File: config.mk
export PLATFORM = sky130hd
export DESIGN_NAME = gha_ctrl
export DESIGN_NICKNAME = d
export VERILOG_FILES = /design/src/rtl/generational_handle_allocator_assert.svh /design/src/rtl/gha_pkg.sv /design/src/rtl/gha_ctrl.sv
export SDC_FILE = /design/constraint.sdc
export NUM_CORES = 1
export LEC_CHECK = 0
export BUFFER_PORTS_ARGS = -buffer_cell sky130_fd_sc_hd__buf_2
export CORE_AREA = 2 2 39 41
export CTS_BUF_LIST = sky130_fd_sc_hd__clkbuf_16
export DETAILED_ROUTE_END_ITERATION = 6
export DIE_AREA = 0 0 41 43
export SLEW_MARGIN = 20
export SYNTH_ARGS = -nofsm -noshare
export SYNTH_HDL_FRONTEND = slang
export SYNTH_SLANG_ARGS = --single-unit
File: constraint.sdc
create_clock -name clk -period 1.3 [get_ports clk]
set_clock_uncertainty 0.15 [all_clocks]
set_input_delay 0.065 -clock clk [delete_from_list [all_inputs] [get_ports clk]]
set_output_delay 0.065 -clock clk [all_outputs]
set_load 0.01 [all_outputs]
File: src/rtl/generational_handle_allocator_assert.svh
// ----------------------------------------------------------------------------
// generational handle allocator assertion macros
// implication checks on the top level, compiled out for synthesis
// ----------------------------------------------------------------------------
`ifndef GENERATIONAL_HANDLE_ALLOCATOR_ASSERT_SVH
`define GENERATIONAL_HANDLE_ALLOCATOR_ASSERT_SVH

`ifndef SYNTHESIS

// same-cycle implication
`define GHA_ASSERT_NOW(lbl, clk, rstn, ante, cons) \
  lbl: assert property (@(posedge clk) disable iff (!(rstn)) (ante) |-> (cons)) \
    else $error("gha: check failed");

// next-cycle implication
`define GHA_ASSERT_NEXT(lbl, clk, rstn, ante, cons) \
  lbl: assert property (@(posedge clk) disable iff (!(rstn)) (ante) |=> (cons)) \
    else $error("gha: check failed");

`else

`define GHA_ASSERT_NOW(lbl, clk, rstn, ante, cons)
`define GHA_ASSERT_NEXT(lbl, clk, rstn, ante, cons)

`endif

`endif

File: src/rtl/gha_pkg.sv
// ----------------------------------------------------------------------------
// gha_pkg
// shared codes, field widths and controller/datapath interface types
// ----------------------------------------------------------------------------
package gha_pkg;

  localparam int SLOT_COUNT_DEF    = 1024;
  localparam int VERSION_LIMIT_DEF = 255;

  // fixed field widths of the request and result
  localparam int SLOT_FIELD_W = 10;
  localparam int VER_FIELD_W  = 8;
  localparam int ACT_W        = 2;
  localparam int STAT_W       = 2;
  localparam int IN_DATA_W    = 24;
  localparam int OUT_DATA_W   = 24;

  typedef enum logic [ACT_W-1:0] {
    ACT_CREATE      = 2'd0,
    ACT_DESTROY     = 2'd1,
    ACT_DESTROY_ALL = 2'd2,
    ACT_QUERY       = 2'd3
  } act_t;

  typedef enum logic [STAT_W-1:0] {
    STAT_OK        = 2'd0,
    STAT_FULL      = 2'd1,
    STAT_EXHAUSTED = 2'd2,
    STAT_STALE     = 2'd3
  } stat_t;

  typedef struct packed {
    logic accept;  // take request, launch table read
    logic exec;    // decide, first write, load result
    logic link2;   // second link write of a destroy
    logic sweep;   // one step of the destroy-all relink
  } cmd_t;

  typedef struct packed {
    logic out_free;
    logic need_link2;
    logic need_sweep;
    logic sweep_last;
  } sts_t;

endpackage

File: src/rtl/gha_ctrl.sv
// ----------------------------------------------------------------------------
// gha_ctrl
// request sequencer: accept, execute, second link write, relink sweep
// ----------------------------------------------------------------------------
module gha_ctrl (
  input  logic          clk,
  input  logic          rst_n,
  input  logic          in_tvalid,
  output logic          in_tready,
  input  gha_pkg::sts_t sts,
  output gha_pkg::cmd_t cmd
);

  import gha_pkg::*;

  typedef enum logic [3:0] {
    ST_IDLE  = 4'b0001,
    ST_EXEC  = 4'b0010,
    ST_LINK2 = 4'b0100,
    ST_SWEEP = 4'b1000
  } state_t;

  state_t state_r, state_nxt;

  always_comb begin
    state_nxt = state_r;
    cmd       = '0;
    in_tready = 1'b0;
    unique case (state_r)
      ST_IDLE: begin
        in_tready  = 1'b1;
        cmd.accept = in_tvalid;
        if (in_tvalid) begin
          state_nxt = ST_EXEC;
        end
      end
      ST_EXEC: begin
        // wait here while the previous result is still held
        if (sts.out_free) begin
          cmd.exec = 1'b1;
          priority if (sts.need_link2) begin
            state_nxt = ST_LINK2;
          end else if (sts.need_sweep) begin
            state_nxt = ST_SWEEP;
          end else begin
            state_nxt = ST_IDLE;
          end
        end
      end
      ST_LINK2: begin
        cmd.link2 = 1'b1;
        state_nxt = ST_IDLE;
      end
      ST_SWEEP: begin
        cmd.sweep = 1'b1;
        if (sts.sweep_last) begin
          state_nxt = ST_IDLE;
        end
      end
      default: begin
        state_nxt = ST_IDLE;
      end
    endcase
  end

  always_ff @(posedge clk) begin
    if (!rst_n) begin
      state_r <= ST_IDLE;
    end else begin
      state_r <= state_nxt;
    end
  end

endmodule

; ---- Yosys cells after proc, flatten, opt, wreduce, memory -nomap -nowiden
; Cells that the tools add are included.
[classes]
reduce_logical = 1
muxes = 12
n_eq_ne = 7
[op_table]
columns = operator, n
row1 = 4-bit two-way mux, 5
row2 = 4-bit one-hot mux with 3 select lines, 1
row3 = 1-bit two-way mux, 6
row4 = "2-bit inequality test, second input constant", 3
row5 = "4-bit by 1-bit equality test with 1-bit output, second input constant", 1
row6 = "4-bit by 2-bit equality test with 1-bit output, second input constant", 1
row7 = "4-bit by 3-bit equality test with 1-bit output, second input constant", 1
row8 = "4-bit equality test, second input constant", 1
row9 = 3-bit AND reduction, 1
[totals]
out_inout_bits = 5
elab_cells = 21
reg_bits = 4
input_bits = 7

; ---- Depth between registers and ports, before layout
; Gate-level depths: netlist of run 1.
[logic_depth]
word_depth = 4
mapped_depth = 4
mapped_depth_nobuf = 4

; ---- Worst setup path after synthesis of run 1
; No wires, ideal clock.
[synth_timing]
path_type = reg2reg
from = reg state_r[1]
to = reg state_r[1]
setup_time_ns = 0.120
t_required_ns = 1.030
n_path_buf = 0
period_less_slack_ns = 1.310
arrival_time_ns = 1.040
setup_slack_ns = -0.010
stages_incl_launch_ff = 5
cell_sequence = dfxtp_1 > nor4b_2 > nand2b_1 > nand2_1 > a21oi_1
[synth_between]
elab_chain_len = 3
elab_cells_between_ends = 8
cone_classes = 6 x eq/ne / 1 x mux / 1 x reduce/logical
[synth_lines]
columns = item, line_no
row1 = start: declaration, gha_ctrl.sv:23  ; state_t state_r, state_nxt;
row2 = start signal: assignment, gha_ctrl.sv:70  ; state_r <= state_nxt;
row3 = "4-bit by 2-bit equality test with 1-bit output, or another cell as far along", gha_ctrl.sv:29  ; unique case (state_r)
row4 = 2-bit inequality test (no source line), n/a
row5 = 3-bit AND reduction (no source line), n/a
; Several ways; a longest one is shown, not always the timed one.
; A chain may end at the register's enable or synchronous reset.

==> results of run 1 <==
[repair_timing]
action / 4_1_cts / 5_1_grt
pin swaps: 3 / 7
hold buffers: 4 / 0
hold endpoints to repair: 4 / 0
gates resized for setup: 9 / 11
setup buffers: 5 / 2
endpoints found under the setup margin: 6 / 8
[synthesized netlist by cell type (all sizes together)]
master and number:
o21ai 1, nand2b 2, nand2 2, inv 1, mux2i 1, o31ai 1
and3 1, o21ba 1, nor3b 2, nor4b 3, a21boi 1, dfxtp 4
nor2 1, nand3b 1, nand3 1, a21oi 1, and4b 1
[routing by layer]
layer,part of all wire (%),GRT usage [%],wire length [um]
met1,39,10.5,278
met4,0,8.00,0
met2,55,16.9,387
met5,0,0,0
met3,5.5,4.71,39
[area by class of cell]
type                    instances  area [um^2]  area share, %
repair buffers                 19          143           25.7
clock buffers                   3         75.1           13.5
flip-flops and latches          4         95.1           17.2
well taps                      16         20.0           3.61
inverters                       1         3.75          0.677
multi-input cells              20          218           39.3
[stage by stage]
| stage | power, W | instance area (um^2) |
|---|---|---|
| 2_1_floorplan | 0.000194 | 264 |
| 4_1_cts | 0.000734 | 510 |
| 3_3_place_gp | 0.000222 | 339 |
| 5_1_grt | 0.000775 | 554 |
| 3_5_place_dp | 0.000223 | 339 |
| 6_report | 0.000748 | 554 |
[logic make-up (layout without fill, tap and decap cells)]
family	Yosys count	in the layout	synth area share (%)
and+or+nand+nor	14	14	48.0
DFF	4	4	31.4
muxes	1	1	3.92
buffers and inverters	1	23	1.47
AOI/OAI and AO/OA	5	5	15.2
[worst max-delay path, cell delays in order, from the launching register on]
cell and delay [ps]:
dfxtp_4 350, nor4b_4 300, nand2_1 100, inv_1 50, buf_2 120
[power breakdown]
group | internal [W] | leakage, nW | switching, W
sequential | 0.000128 | 0.0351 | 0.0000158
clock | 0.000393 | 0.0370 | 0.0000865
combinational | 0.0000800 | 0.182 | 0.0000442
[how the worst max path moves through the flow]
stage	depth (start not counted)	from	endpoint	slack (ps)
6_report	4	state_r[3]$_SDFFE_PN0P_	cmd[3]	-60
5_1_grt	4	state_r[3]$_SDFFE_PN0P_	cmd[3]	-150
4_1_cts	4	state_r[3]$_SDFFE_PN0P_	cmd[3]	-80
3_5_place_dp	4	state_r[1]$_SDFFE_PN0P_	state_r[0]$_SDFFE_PN1P_	8
3_3_place_gp	4	state_r[1]$_SDFFE_PN0P_	state_r[0]$_SDFFE_PN1P_	-1
2_1_floorplan	4	state_r[1]$_SDFFE_PN0P_	state_r[1]$_SDFFE_PN0P_	60
==> results.md, run 1 <==
- Setup TNS: -90.2 ps
- Max clock buf depth: 2
- CTS Buf Count: 3
- HPWL after detailed placement: between 400 and 500 um
- Die H: between 40 and 50 um
- Routed vias: around 280
- Dpl cells: 52
- Cells after synthesis: 25
- Routed Antenna Nets: 0
- CTS tree: built
- Port bufs: 11
- Final setup fails: 3
- Worst-Skew Late Latency: 220 ps
- WHS: ~49 ps
- Worst EP arrival: 1150 ps
- Vias/cell: 4.41
- Nets: 56
- Clock Pin Slew Worst Setup and Hold Paths: 30 ps
- RSZ-0062 raised after global routing: true
- Worst Hold Depth: 3
- Final design utilization: 40.1%
- Max H-tree Level: 1
- Critical Path End Type: primary output
- Top Registers: state_r (4)
- Most frequent cells in the layout: buf_2 (9), buf_4 (4), dfxtp_4 (4), clkbuf_16 (3)
- DRC violations left: 0
- Pleak: 0.254 nW
- Drt total wl: 705 um
- Iter 0 DRT Violations: 1
- Crit Reg-Reg Startpoint: state_r[1]$_SDFFE_PN0P_
- Syn Nets: 32
- Period utilization: 105%
- Non-filler cells, final: 63
- Status: complete, but fails checks
- Post-DR wirelength/cell: between 10 and 15 um
- Biggest register: state_r
- Fillers: 140
- Max-cap check violation count: 0
- Worst-Margin Slew: 250 ps
- Final Hold Violating Endpoints: 0
- Pin count of the biggest net entering global routing: 7
- Critical Setup Path Class: flip-flop to primary output
- Global-route usage over all layers: between 10% and 20%
- Yosys top cell area share: 31.4%
- Power per cell area: 1350 nW/um^2
- Hold Path Sink: state_r[3]$_SDFFE_PN0P_
- Final Wtd Congestion: between 0.5 and 0.6
- Max frequency: 735 MHz
- Row Count: 14
- Failing checks: setup timing
- Initial antenna violation count: 0
- N_diodes: 0
- Post-Synthesis Cell Area: 255 um^2
- Critical path fanouts, max: 5
- Drt pass-1 iters: 3
- Die ar.: approximately 1800 um^2
- Reg2reg path depth: 5
- Fraction of layout cells with a size suffix above 1: 70.2%
- First-pass GRT wire length: 1200 um
- Fin worst setup slack: -61.2 ps
- Initial Util: 18.4%
- Synth Register Bits: 4
- Layout area overhead: 117%
- Most common cell after layout, fill and taps aside: buf_2
- Hold Crit Class: input port to flip-flop
- Startpoint types: flip-flop
- Worst VDD drop: approximately 0.48 mV
- Clk root buf: clkbuf_16
- Core Footprint: between 1000 and 1500 um^2
- Largest cells by area after synthesis: dfxtp_1 (31%), nor4b_4 (9.3%), nor3b_1 (5.9%)
- Post-synthesis sequential area ratio: between 30% and 40%
- R2r setup slk: -20 ps
- Yosys top cell by area: dfxtp_1
- Distinct cells, synth: 19
- Die W: 41 um
- Critical Path RT: between 1000 and 1500 ps
- Vias in the first global route: ~300
- Ys Warns: 0
- Crit path time final: 1360 ps
- Total gr overflow: 0
- IO Count: 12
- Max reg flops: 4
- Max Slew Vio Count: 0
- Place WS: 7.89 ps
- Hold_sp: sts[0]
- CTS sink cnt: 4
- Post-Syn Area per Cell: 10.2 um^2
- Reg2reg end: state_r[0]$_SDFFE_PN1P_
- Max_slew headroom: 83.1%
Power figures use the tool's default switching activity.
==> run 2: changes to the inputs <==
--- a/config.mk
+++ b/config.mk
@@ -6,4 +6,5 @@
 export NUM_CORES = 1
 export LEC_CHECK = 0
+export ABC_CLOCK_PERIOD_IN_PS = 1300
 export BUFFER_PORTS_ARGS = -buffer_cell sky130_fd_sc_hd__buf_2
 export CORE_AREA = 2 2 39 41
==> constraint.sdc (replaced) <==
create_clock -name clk -period 1.3 [get_ports clk]
set_clock_uncertainty 0.15 [all_clocks]
set_input_delay 0.26 -clock clk [delete_from_list [all_inputs] [get_ports clk]]
set_output_delay 0.26 -clock clk [all_outputs]
set_load 0.01 [all_outputs]
==> run 2 against run 1 <==
The run still ends with setup timing left. Via count increased by 1.8%. Setup slack worse by 210 ps. Cell count grew 1.6%. Core utilization decreased by 1.4 points. Die area is the same. Worst hold slack gained 57 ps. Maximum frequency shrank 13%. Clock power grew 1%. Cell area is 3.4% lower. Register-to-register slack about the same.
==> results.md, run 2 (synthesized netlist as in run 1, its figures left out) <==
- CTS sink cnt: 4 (unchanged)
- Critical Path End Type: primary output (unchanged)
- Nets: 57 (was 56)
- Layout area overhead: 110% (was 117%)
- HPWL after detailed placement: 450 um (was 429 um)
- Tot Pwr: 0.000761 W (was 0.000748 W)
- Top Family by Delay on Critical Path: simple AND/OR/NAND/NOR gates (unchanged)
- Max frequency: 638 MHz (was 735 MHz)
- Pint: 0.000609 W (was 0.000601 W)
- Period utilization: 121% (was 105%)
- DRC violations left: 0 (unchanged)
- Iter 0 DRT Violations: 4 (was 1)
- Crit path buffers/inverters: 2 (unchanged)
- Most frequent cells in the layout: buf_2 (9), buf_4 (7), buf_6 (4), dfxtp_4 (4), clkbuf_16 (3) (was buf_2 (9), buf_4 (4), dfxtp_4 (4), clkbuf_16 (3))
- Worst-Margin Slew: 234 ps (was 250 ps)
- Die ar.: 1760 um^2 (unchanged)
- Power per cell area: 1420 nW/um^2 (was 1350 nW/um^2)
- Final design utilization: 38.7% (was 40.1%)
- Final setup fails: 6 (was 3)
- Net Switching: 0.000152 W (was 0.000146 W)
- Final Wtd Congestion: 0.598 (was 0.595)
- Fraction of layout cells with a size suffix above 1: 77.1% (was 70.2%)
- Sw frac: 20.0% (was 19.6%)
- First-pass GRT wire length: 1050 um (was 1200 um)
- Worst VDD drop: 0.508 mV (was 0.476 mV)
- Top Registers: state_r (4) (unchanged)
- Critical-path cell list: nor4b_4, nand2_1, inv_2, buf_6 (was nor4b_4, nand2_1, inv_1, buf_2)
- Max_slew headroom: 84.3% (was 83.1%)
- Critical path fanouts, max: 5 (unchanged)
- Biggest register: state_r (unchanged)
- Worst-Skew Late Latency: 230 ps (was 220 ps)
- Total gr overflow: 0 (unchanged)
- Routed Antenna Nets: 0 (unchanged)
- Fin worst setup slack: -268 ps (was -61.2 ps)
- Most common cell after layout, fill and taps aside: buf_2 (unchanged)
- Max H-tree Level: 1 (unchanged)
- Crit path time final: 1570 ps (was 1360 ps)
- Routed vias: 283 (was 278)
- Core Footprint: 1380 um^2 (unchanged)
- Initial Util: 18.4% (unchanged)
- Placed cell area: 363 um^2 (was 339 um^2)
- Critical Path RT: 890 ps (was 1090 ps)
- Die W: 41 um (unchanged)
- Row Count: 14 (unchanged)
- Hold Crit Class: input port to flip-flop (unchanged)
- WHS: 106 ps (was 49.0 ps)
- Critical Setup Path Class: flip-flop to primary output (unchanged)
- Initial antenna violation count: 0 (unchanged)
- CTS Buf Count: 3 (unchanged)
- Die H: 43 um (unchanged)
- CTS tree: built (unchanged)
- Clock Pin Slew Worst Setup and Hold Paths: 30 ps (about the same)
- Drt total wl: 681 um (was 705 um)
- Setup TNS: -958 ps (was -90.2 ps)
- IO Count: 12 (unchanged)
- Clk root buf: clkbuf_16 (unchanged)
- Max incr delay on CP: 350 ps (about the same)
- Post-route cell area: 536 um^2 (was 554 um^2)
- Pleak: 0.239 nW (was 0.254 nW)
- Max-cap check violation count: 0 (unchanged)
- Clk network pwr share: 63.8% (was 64.1%)
- Final Hold Violating Endpoints: 0 (unchanged)
- Global-route usage over all layers: 10.2% (was 10.8%)
- Post-DR wirelength/cell: 10.6 um (was 11.2 um)
- Vias/cell: 4.42 (was 4.41)
- Worst EP arrival: 1160 ps (was 1150 ps)
- Combinational share of power: 17.2% (was 16.6%)
- Pin count of the biggest net entering global routing: 8 (was 7)
- Fillers: 143 (was 140)
- Drt pass-1 iters: 2 (was 3)
- Port bufs: 11 (unchanged)
- Max clock buf depth: 2 (unchanged)
- Status: complete, but fails checks (unchanged)
- Hold_buf cts: 0 (was 4)
- Startpoint types: flip-flop (unchanged)
- RSZ-0062 raised after global routing: true (unchanged)
- N_diodes: 0 (unchanged)
- Failing checks: setup timing (unchanged)
- Max Slew Vio Count: 0 (unchanged)
- Vias in the first global route: 278 (was 299)
- Max reg flops: 4 (unchanged)
- CP max-delay cell: dfxtp_4 (unchanged)
- Sequential share of power: 19.0% (was 19.3%)
[run 2: routing by layer]
| metal | GRT usage, % | routed length, um | vias up |
|---|---|---|---|
| li1 | - | - | 140 |
| met1 | 7.74 | 238 | 133 |
| met2 | 14.7 | 361 | 6 |
| met3 | 7.85 | 56 | 4 |
| met4 | 10.0 | 24 | 0 |
| met5 | 0 | 0 | - |
[run 2: per-stage QoR]
stage / cells / worst slack (ps)
after floorplan: 25 / -9.37
final: 64 / -268
after detailed placement: 56 / -66.2
after CTS: 64 / -273
after global routing: 64 / -337
after global placement: 56 / -63.3
[run 2: timing repair]
| item | CTS | global route |
|---|---|---|
| setup buffers | 5 | 3 |
| setup endpoints to repair | 6 | 8 |
| pin swaps | 5 | 8 |
| resized for setup | 13 | 2 |
[run 2: final timing paths]
| check | from | endpoint | cells past startpoint | slack, ps |
|---|---|---|---|---|
| worst max-delay path | state_r[2]$_SDFFE_PN0P_ | cmd[3] | 4 | -270 |
| worst min-delay path | rst_n | state_r[0]$_SDFFE_PN1P_ | 2 | 110 |
| worst max register to register | state_r[0]$_SDFFE_PN1P_ | state_r[0]$_SDFFE_PN1P_ | 5 | -10 |
| worst min register to register | state_r[3]$_SDFFE_PN0P_ | state_r[0]$_SDFFE_PN1P_ | 2 | 410 |
[run 2: power groups by stage]
stage          clock network, W  registers, W  logic [W]
2_1_floorplan                 0      0.000144  0.0000476
3_3_place_gp                  0      0.000145  0.0000949
3_5_place_dp                  0      0.000145  0.0000948
4_1_cts                0.000491      0.000144   0.000134
5_1_grt                0.000499      0.000147   0.000143
6_report               0.000485      0.000145   0.000131
[run 2: final cells by class]
class                      instances  area [um^2]  area share [%]
multi-input combinational         20          199            37.1
inverter                           1         3.75           0.701
clock buffer                       3         75.1            14.0
timing repair buffer              20          143            26.6
tap                               16         20.0            3.74
sequential                         4         95.1            17.8
==> run 3: changes to the inputs <==
- CTS_CLUSTER_DIAMETER: not set -> 60
- SETUP_SLACK_MARGIN: not set -> 0.15
==> run 3 against run 2 <==
The run still ends with setup timing left. Via count shrank 1.1%. Clock-buffer cell count is the same. Clock power shrank 1%. Critical path type unchanged. Worst hold slack gained 18 ps. Largest cell class unchanged. First-iteration DRC count shrank 25%. Global-route usage shrank 0.41 points. Core utilization shrank 1.9 points. Routed wire length grew 2.5%. Sequential share of layout area grew 0.42 points.
==> results.md, run 3 (synthesized netlist as in run 1, its figures left out) <==
- Status: complete, but fails checks (unchanged)
- Failing checks: setup timing (unchanged)
- Place WS: -67.2 ps (was -66.2 ps)
- Max clock buf depth: 2 (unchanged)
- Post-DR wirelength/cell: 11.8 um (was 10.6 um)
- Drt pass-1 iters: 3 (was 2)
- Startpoint types: flip-flop (unchanged)
- Core Footprint: 1380 um^2 (unchanged)
- Setup TNS: -990 ps (was -958 ps)
- Critical Path RT: 890 ps (about the same)
- Worst-Margin Slew: 259 ps (was 234 ps)
- Port bufs: 11 (unchanged)
- Period utilization: 121% (about the same)
- Most common cell after layout, fill and taps aside: buf_2 (unchanged)
- CTS tree: built (unchanged)
- Area of the multi-input gates: 216 um^2 (was 199 um^2)
- Nets: 52 (was 57)
- Reg2reg end: state_r[1]$_SDFFE_PN0P_ (was state_r[0]$_SDFFE_PN1P_)
- Max-cap check violation count: 0 (unchanged)
- Critical Setup Path Class: flip-flop to primary output (unchanged)
- Fin worst setup slack: -275 ps (was -268 ps)
- Pleak: 0.230 nW (was 0.239 nW)
- Drt total wl: 698 um (was 681 um)
- Crit Reg-Reg Startpoint: state_r[3]$_SDFFE_PN0P_ (was state_r[0]$_SDFFE_PN1P_)
- Grt peak-use layer: met2 (unchanged)
- Clk root buf: clkbuf_16 (unchanged)
- Layout area overhead: 99.5% (was 110%)
- Pin count of the biggest net entering global routing: 8 (unchanged)
- Max_slew headroom: 82.7% (was 84.3%)
- Fillers: 145 (was 143)
- Worst-Skew Late Latency: 220 ps (was 230 ps)
- Fraction of layout cells with a size suffix above 1: 81.4% (was 77.1%)
- Worst EP arrival: 1170 ps (was 1160 ps)
- Die ar.: 1760 um^2 (unchanged)
- Worst VDD drop: 0.564 mV (was 0.508 mV)
- Final Wtd Congestion: 0.654 (was 0.598)
- Final setup fails: 5 (was 6)
- Die H: 43 um (unchanged)
- Total gr overflow: 0 (unchanged)
- IO Count: 12 (unchanged)
- N_diodes: 0 (unchanged)
- Max frequency: 635 MHz (was 638 MHz)
- Crit path time final: 1580 ps (was 1570 ps)
- Critical path fanouts, max: 5 (unchanged)
- Vias in the first global route: 280 (was 278)
- Initial antenna violation count: 0 (unchanged)
- Clock Pin Slew Worst Setup and Hold Paths: 30 ps (about the same)
- Initial Util: 18.4% (unchanged)
- Routed vias: 280 (was 283)
- Hold Path Sink: state_r[0]$_SDFFE_PN1P_ (unchanged)
- HPWL after detailed placement: 485 um (was 450 um)
- Critical Path End Type: primary output (unchanged)
- Power per cell area: 1430 nW/um^2 (was 1420 nW/um^2)
- Die W: 41 um (unchanged)
- First-pass GRT wire length: 1110 um (was 1050 um)
- Most frequent cells in the layout: buf_2 (9), clkbuf_16 (3), buf_6 (3), buf_4 (3), dfxtp_4 (3) (was buf_2 (9), buf_4 (7), buf_6 (4), dfxtp_4 (4), clkbuf_16 (3))
- Reg2reg path depth: 4 (was 5)
- Routed Antenna Nets: 0 (unchanged)
- Vias/cell: 4.75 (was 4.42)
- Biggest register: state_r (unchanged)
- Met2 Use GR: 15.9% (was 14.7%)
- Iter 0 DRT Violations: 3 (was 4)
- Final Hold Violating Endpoints: 0 (unchanged)
- R2r setup slk: 50 ps (was -10 ps)
- CTS sink cnt: 4 (unchanged)
- Hold_sp: rst_n (unchanged)
- Row Count: 14 (unchanged)
- Met3 track demand over resource: 4.71% (was 7.85%)
- DRC violations left: 0 (unchanged)
- RSZ-0062 raised after global routing: true (unchanged)
- Global-route usage over all layers: 9.74% (was 10.2%)
- Max reg flops: 4 (unchanged)
- Max H-tree Level: 1 (unchanged)
- Max Slew Vio Count: 0 (unchanged)
- Register Area: 92.6 um^2 (was 95.1 um^2)
- Hold Crit Class: input port to flip-flop (unchanged)
- CTS Buf Count: 3 (unchanged)
- Top Registers: state_r (4) (unchanged)
- Met1 usage: 9.00% (was 7.74%)
- Final design utilization: 36.8% (was 38.7%)
- Worst Hold Depth: 2 (unchanged)
## run 3: changes by cell type in the layout (fill, tap and decap cells not counted), sizes merged
cell | before | now
buf | 20 | 15
## run 3: routing by layer
metal	vias up	share of wire [%]
met2	6	57
li1	133	-
met1	141	37
met3	0	5.9
met4	0	0
met5	-	0
## run 3: area by class of cell
| type | count | area share, % |
|---|---|---|
| multi-input combinational | 20 | 42.5 |
| timing repair buffer | 15 | 19.9 |
| sequential | 4 | 18.2 |
| clock buffer | 3 | 14.7 |
| tap | 16 | 3.93 |
| inverter | 1 | 0.737 |
## run 3: how the worst max path moves through the flow
stage | from | to | slack, ps | cells past startpoint
final | state_r[3]$_SDFFE_PN0P_ | cmd[3] | -280 | 4
after global routing | state_r[3]$_SDFFE_PN0P_ | cmd[3] | -330 | 4
after CTS | state_r[3]$_SDFFE_PN0P_ | cmd[3] | -270 | 4
after detailed placement | state_r[0]$_SDFFE_PN1P_ | cmd[3] | -70 | 4
after global placement | state_r[2]$_SDFFE_PN0P_ | cmd[3] | -30 | 4
after floorplan | state_r[2]$_SDFFE_PN0P_ | cmd[3] | -9 | 3
## run 3: repair_timing
action | CTS | global route
endpoints found under the setup margin | 8 | 9
buffers inserted | 2 | 1
resized for setup | 10 | 6
pin swaps | 6 | 3
hold buffers | 0 | 0
## run 3: report_power, final
part / switching, W / internal (W)
Clock: 0.0000865 / 0.000393
Combinational: 0.0000405 / 0.0000620
Sequential: 0.0000169 / 0.000129
## run 3: critical path: stages, from the launching register on
cell	delay, ps
dfxtp_4	350
nor4b_4	300
nand2_1	120
inv_2	70
buf_6	90
## run 3: per-stage QoR
step,cell area [um^2],power (W),std cells,hold WS [ps]
after floorplan,259,0.000192,25,182
after global placement,342,0.000224,53,317
after detailed placement,342,0.000226,53,322
after CTS,469,0.000718,58,129
after global routing,509,0.000755,59,141
final,509,0.000728,59,123
